===== src/design/bci_pkg.sv =====
`default_nettype none
// ----------------------------------------------------------------------------
// bci_pkg
// Shared widths, status codes and pipeline types of the cell interpolator.
// ----------------------------------------------------------------------------
package bci_pkg;

   localparam int CW    = 32;        // field width
   localparam int MW    = 32;        // magnitude of a coordinate difference
   localparam int PW    = 64;        // 32x32 product
   localparam int TW    = 96;        // magnitude of one weighted term
   localparam int SW    = 98;        // signed numerator
   localparam int NW    = 97;        // numerator magnitude
   localparam int QW    = 33;        // quotient bits kept after the overflow test
   localparam int TOLW  = 16;
   localparam int DSTG  = QW;        // one quotient bit per divider stage

   localparam logic [1:0] ST_OK    = 2'd0;
   localparam logic [1:0] ST_X_OOB = 2'd1;
   localparam logic [1:0] ST_Y_OOB = 2'd2;
   localparam logic [1:0] ST_DEGEN = 2'd3;

   typedef struct packed {
      logic signed [CW-1:0] x_low;
      logic signed [CW-1:0] y_low;
      logic signed [CW-1:0] x_high;
      logic signed [CW-1:0] y_high;
      logic signed [CW-1:0] value_bottom_left;
      logic signed [CW-1:0] value_bottom_right;
      logic signed [CW-1:0] value_top_left;
      logic signed [CW-1:0] value_top_right;
      logic signed [CW-1:0] target_x;
      logic signed [CW-1:0] target_y;
   } item_type;

   typedef struct packed {
      logic       valid;
      logic [1:0] status;
      logic       degen;
   } ctl_type;

   // term k: 0 bottom left, 1 bottom right, 2 top left, 3 top right
   typedef struct packed {
      logic [3:0][MW-1:0] qmag;
      logic [3:0]         tneg;
      logic [MW-1:0]      dx0;   // x_high - target_x
      logic [MW-1:0]      dx1;   // target_x - x_low
      logic [MW-1:0]      dy0;   // y_high - target_y
      logic [MW-1:0]      dy1;   // target_y - y_low
      logic [MW-1:0]      wx;
      logic [MW-1:0]      wy;
      logic               dneg;
   } geo_type;

   typedef struct packed {
      logic [NW-1:0] num;
      logic [PW-1:0] den;
      logic          neg;
   } frac_type;

   function automatic logic [MW-1:0] abs33(input logic signed [MW:0] v);
      logic signed [MW:0] n;
      n = -v;
      return v[MW] ? n[MW-1:0] : v[MW-1:0];
   endfunction

endpackage
`default_nettype wire


===== src/design/bci_front.sv =====
`default_nettype none
// ----------------------------------------------------------------------------
// bci_front
// Coordinate differences, magnitudes, term signs, and bound and degenerate status.
// ----------------------------------------------------------------------------
module bci_front
   import bci_pkg::*;
(
   input  wire logic            clock,
   input  wire logic            reset,
   input  wire logic            adv,
   input  wire logic            in_valid,
   input  wire item_type        item,
   input  wire logic [TOLW-1:0] tol,
   output ctl_type              ctl_ff,
   output geo_type              geo_ff
);

   logic signed [MW:0]   dx0, dx1, dy0, dy1, wx, wy;
   logic signed [MW+1:0] xl_e, xh_e, yl_e, yh_e, tx_e, ty_e, tol_e;
   logic                 x_oob, y_oob;
   ctl_type              ctl_in;
   geo_type              geo_in;

   always_comb begin
      dx0 = {item.x_high[31], item.x_high} - {item.target_x[31], item.target_x};
      dx1 = {item.target_x[31], item.target_x} - {item.x_low[31], item.x_low};
      dy0 = {item.y_high[31], item.y_high} - {item.target_y[31], item.target_y};
      dy1 = {item.target_y[31], item.target_y} - {item.y_low[31], item.y_low};
      wx  = {item.x_high[31], item.x_high} - {item.x_low[31], item.x_low};
      wy  = {item.y_high[31], item.y_high} - {item.y_low[31], item.y_low};

      xl_e  = {{2{item.x_low[31]}}, item.x_low};
      xh_e  = {{2{item.x_high[31]}}, item.x_high};
      yl_e  = {{2{item.y_low[31]}}, item.y_low};
      yh_e  = {{2{item.y_high[31]}}, item.y_high};
      tx_e  = {{2{item.target_x[31]}}, item.target_x};
      ty_e  = {{2{item.target_y[31]}}, item.target_y};
      tol_e = {{(MW+2-TOLW){1'b0}}, tol};
      x_oob = (tx_e < xl_e - tol_e) || (tx_e > xh_e + tol_e);
      y_oob = (ty_e < yl_e - tol_e) || (ty_e > yh_e + tol_e);

      ctl_in.valid  = in_valid;
      ctl_in.degen  = (wx == '0) || (wy == '0);
      ctl_in.status = ctl_in.degen ? ST_DEGEN :
                      x_oob        ? ST_X_OOB :
                      y_oob        ? ST_Y_OOB : ST_OK;

      geo_in.qmag[0] = abs33({item.value_bottom_left[31],  item.value_bottom_left});
      geo_in.qmag[1] = abs33({item.value_bottom_right[31], item.value_bottom_right});
      geo_in.qmag[2] = abs33({item.value_top_left[31],     item.value_top_left});
      geo_in.qmag[3] = abs33({item.value_top_right[31],    item.value_top_right});
      geo_in.tneg[0] = item.value_bottom_left[31]  ^ dx0[MW] ^ dy0[MW];
      geo_in.tneg[1] = item.value_bottom_right[31] ^ dx1[MW] ^ dy0[MW];
      geo_in.tneg[2] = item.value_top_left[31]     ^ dx0[MW] ^ dy1[MW];
      geo_in.tneg[3] = item.value_top_right[31]    ^ dx1[MW] ^ dy1[MW];
      geo_in.dx0  = abs33(dx0);
      geo_in.dx1  = abs33(dx1);
      geo_in.dy0  = abs33(dy0);
      geo_in.dy1  = abs33(dy1);
      geo_in.wx   = abs33(wx);
      geo_in.wy   = abs33(wy);
      geo_in.dneg = wx[MW] ^ wy[MW];
   end

   always_ff @(posedge clock) begin
      if (reset) begin
         ctl_ff <= '0;
      end else if (adv) begin
         ctl_ff <= ctl_in;
      end
   end

   always_ff @(posedge clock) begin
      if (adv) begin
         geo_ff <= geo_in;
      end
   end

endmodule
`default_nettype wire


===== config.mk =====
export PLATFORM = sky130hd
export DESIGN_NAME = bci_front
export DESIGN_NICKNAME = d
export VERILOG_FILES = /design/src/design/bci_pkg.sv /design/src/design/bci_front.sv
export SDC_FILE = /design/constraint.sdc
export NUM_CORES = 1
export LEC_CHECK = 0
export BUFFER_PORTS_ARGS = -buffer_cell sky130_fd_sc_hd__buf_4
export CAP_MARGIN = 10
export CORE_MARGIN = 2
export CORE_UTILIZATION = 28
export CTS_CLUSTER_DIAMETER = 40
export CTS_CLUSTER_SIZE = 40
export DETAILED_ROUTE_END_ITERATION = 7
export SYNTH_ARGS = -nofsm -noshare
export SYNTH_HDL_FRONTEND = slang
export SYNTH_SLANG_ARGS = --single-unit

===== constraint.sdc =====
create_clock -name clock -period 6.7 [get_ports clock]
set_input_delay 0.67 -clock clock [delete_from_list [all_inputs] [get_ports clock]]
set_output_delay 0.67 -clock clock [all_outputs]
set_load 0.1 [all_outputs]

==> impl_metrics.toml <==
[run_status]
outcome = "finished clean"

[grt]
grt_max_degree = 138
antenna_found_initial = 25
grt-ovfl-total = 0
first_global_vias = 30773
grt_pass1_wl_um = 199000
track_usage_pct = 21.0

[floorplan]
ios = 669
start_util_pct = 28.2
rows = 129
die_area_mm2 = 0.127
core_area_mm2 = 0.124
die_h_um = 357
die_x_um = 357

[min_path]
hold_class = "input port to register"

[cts]
insertion_delay_ns = 0.65
cts_tree = "done"
ctsHtreeMaxLevel = 3
clock_path_buffers = 3
cts_hold_buffers = 0
cts_sinks = 329
root_buffer = "clkbuf_16"
postCtsResizedCells = 0
numCtsBuffers = 67
postCtsSetupBuffers = 0
path_clk_slew_ns = 0.06

[synthesis]
synth_most_common_cell = "ha_1"
yosysTopAreaCellShare_pct = 28.0
ys_seq_elements = 329
synthTopCellsByCount = "ha_1 (396), xnor2_1 (388), edfxtp_1 (325), a21oi_1 (295), nand2_1 (290)"
synth_top_area_cell = "edfxtp_1"
ys.flop_type = "edfxtp_1"
synth_edf_count = 325
async_reset_ff_share_pct = 0
syn-instance-count = 3972
yosysSeqAreaShare_pct = 28.2
synth_warnings = 0
synth.area.top_cells = "edfxtp_1 (28%), ha_1 (14%), xnor2_1 (9.7%)"
syn_area_per_cell_um2 = 8.78
netlist_area_mm2 = 0.0349
synth_cell_types = 97
synth.net_count = 4718

[critical_path]
path_max_fanout = 7
cp_top_family = "compound AO/OA/AOI/OAI gates"
critPathCaptureType = "register"
cp_num_buf_inv = 1
required_ns = 7.22
cp_slowest_cell = "fa_1"
path_class = "input port to register"
max_stage_delay_ns = 0.42
arrival_ns = 5.92
start_kind = "input port"

[detailed_routing]
post_drt_wl_per_cell_um = 22.2
route.detailed.drc = 0
via_per_inst = 5.27
dr.pass1.iters = 6
routed_wl_um = 141000
detail_route.iter0.violations = 2578
ant_nets = 0
vias = 33286

[power_and_ir_drop]
total_power_uw = 13000
leakagePower_uw = 0.0186
power.density_mw_per_mm2 = 295
peakVddDrop_uv = 284

[sta]
skew_ns = 0
setup_viol = 0
slew_headroom_pct = 21.0
min_period_over_period_pct = 80.7
timing.final.crit_period_ns = 5.41
rsz0062_at_grt = "false"
fin_setup_tns_ns = 0
slew_violations = 0
worst_pin_slew_ns = 1.18
finalHoldViolCount = 0
fmax_mhz = 185

[placed_design]
routabilityCongestion = 0.951
numPortBuffers = 668
dp_hpwl_um = 119000

[cells_and_area]
drive_above_1_share_pct = 18.6
nNetsFinal = 5370
area_growth_syn_to_layout_pct = 26.5
post-route-util_pct = 35.7

[flow_run]
cap_violations = 0
## flip-flops by register name, summed over array words and instances (netlist names)
register and cells:
ctl_ff 4, geo_ff 325
## report_power, final
group	switching, µW	internal (µW)	total (µW)
Sequential	147	2790	2940
Combinational	4830	1740	6560
Clock	1280	2240	3520
## logic make-up (layout without fill, tap and decap cells)
group | after synthesis | in the layout | synth area share (%)
AO/OA/AOI/OAI | 1124 | 1124 | 21.2
XOR/XNOR | 555 | 555 | 13.9
adder cells (fa/ha/maj) | 406 | 406 | 14.8
buffers and inverters | 352 | 1057 | 3.80
flip-flops | 329 | 329 | 28.2
multiplexers | 20 | 20 | 0.607
other | 0 | 4 | 0
AND/OR/NAND/NOR | 1186 | 1186 | 17.4
## final cells by class
cell class	instances	area [µm²]
diodes	4	10.0
clock buffers	75	1710
clock inverters	47	684
fillers	12796	79500
inverters	256	961
multi-input cells	3291	23700
flip-flops and latches	329	9840
well taps	1637	2050
repair buffers	679	5130
## layout by cell type, fill, tap and decap left out, types with 114 or more instances in the layout
master / count
ha_1: 396
xnor2_1: 388
nor2_1: 244
o21ai_0: 229
inv_1: 256
nand2_1: 290
a21o_1: 114
xor2_1: 167
a21oi_1: 295
edfxtp_1: 325
buf_4: 676
## per-layer routing
metal  global-route usage [%]  vias to the layer above  wire length [µm]
met5                        0                        -               232
met4                     5.96                       36              3550
met3                     4.66                      202             10000
met2                     33.4                     1140             63400
met1                     28.3                    15786             63300
li1                         -                    16122                 -
## through the flow
step,instances,hold WS [ns],cell area (µm²),worst slack (ns)
2_1_floorplan,3972,0.742,34900,1.60
3_3_place_gp,6192,0.496,41700,0.673
3_5_place_dp,6192,0.484,41700,0.652
4_1_cts,6314,0.143,44100,1.36
5_1_grt,6317,0.167,44100,0.898
6_report,6318,0.209,44100,1.29
## path summary, 6_finish.rpt
check / startpoint / to / slack [ns] / cells past startpoint
setup / recovery: tol[0] / ctl_ff[2] / 1.29 / 26
hold reg to reg: ctl_ff[1] / ctl_ff[1] / 0.49 / 2
hold / removal: item[96] / geo_ff[261] / 0.21 / 1
setup reg to reg: ctl_ff[2] / ctl_ff[2] / 6.02 / 2
No activity file was read; power rests on OpenSTA's default activity.
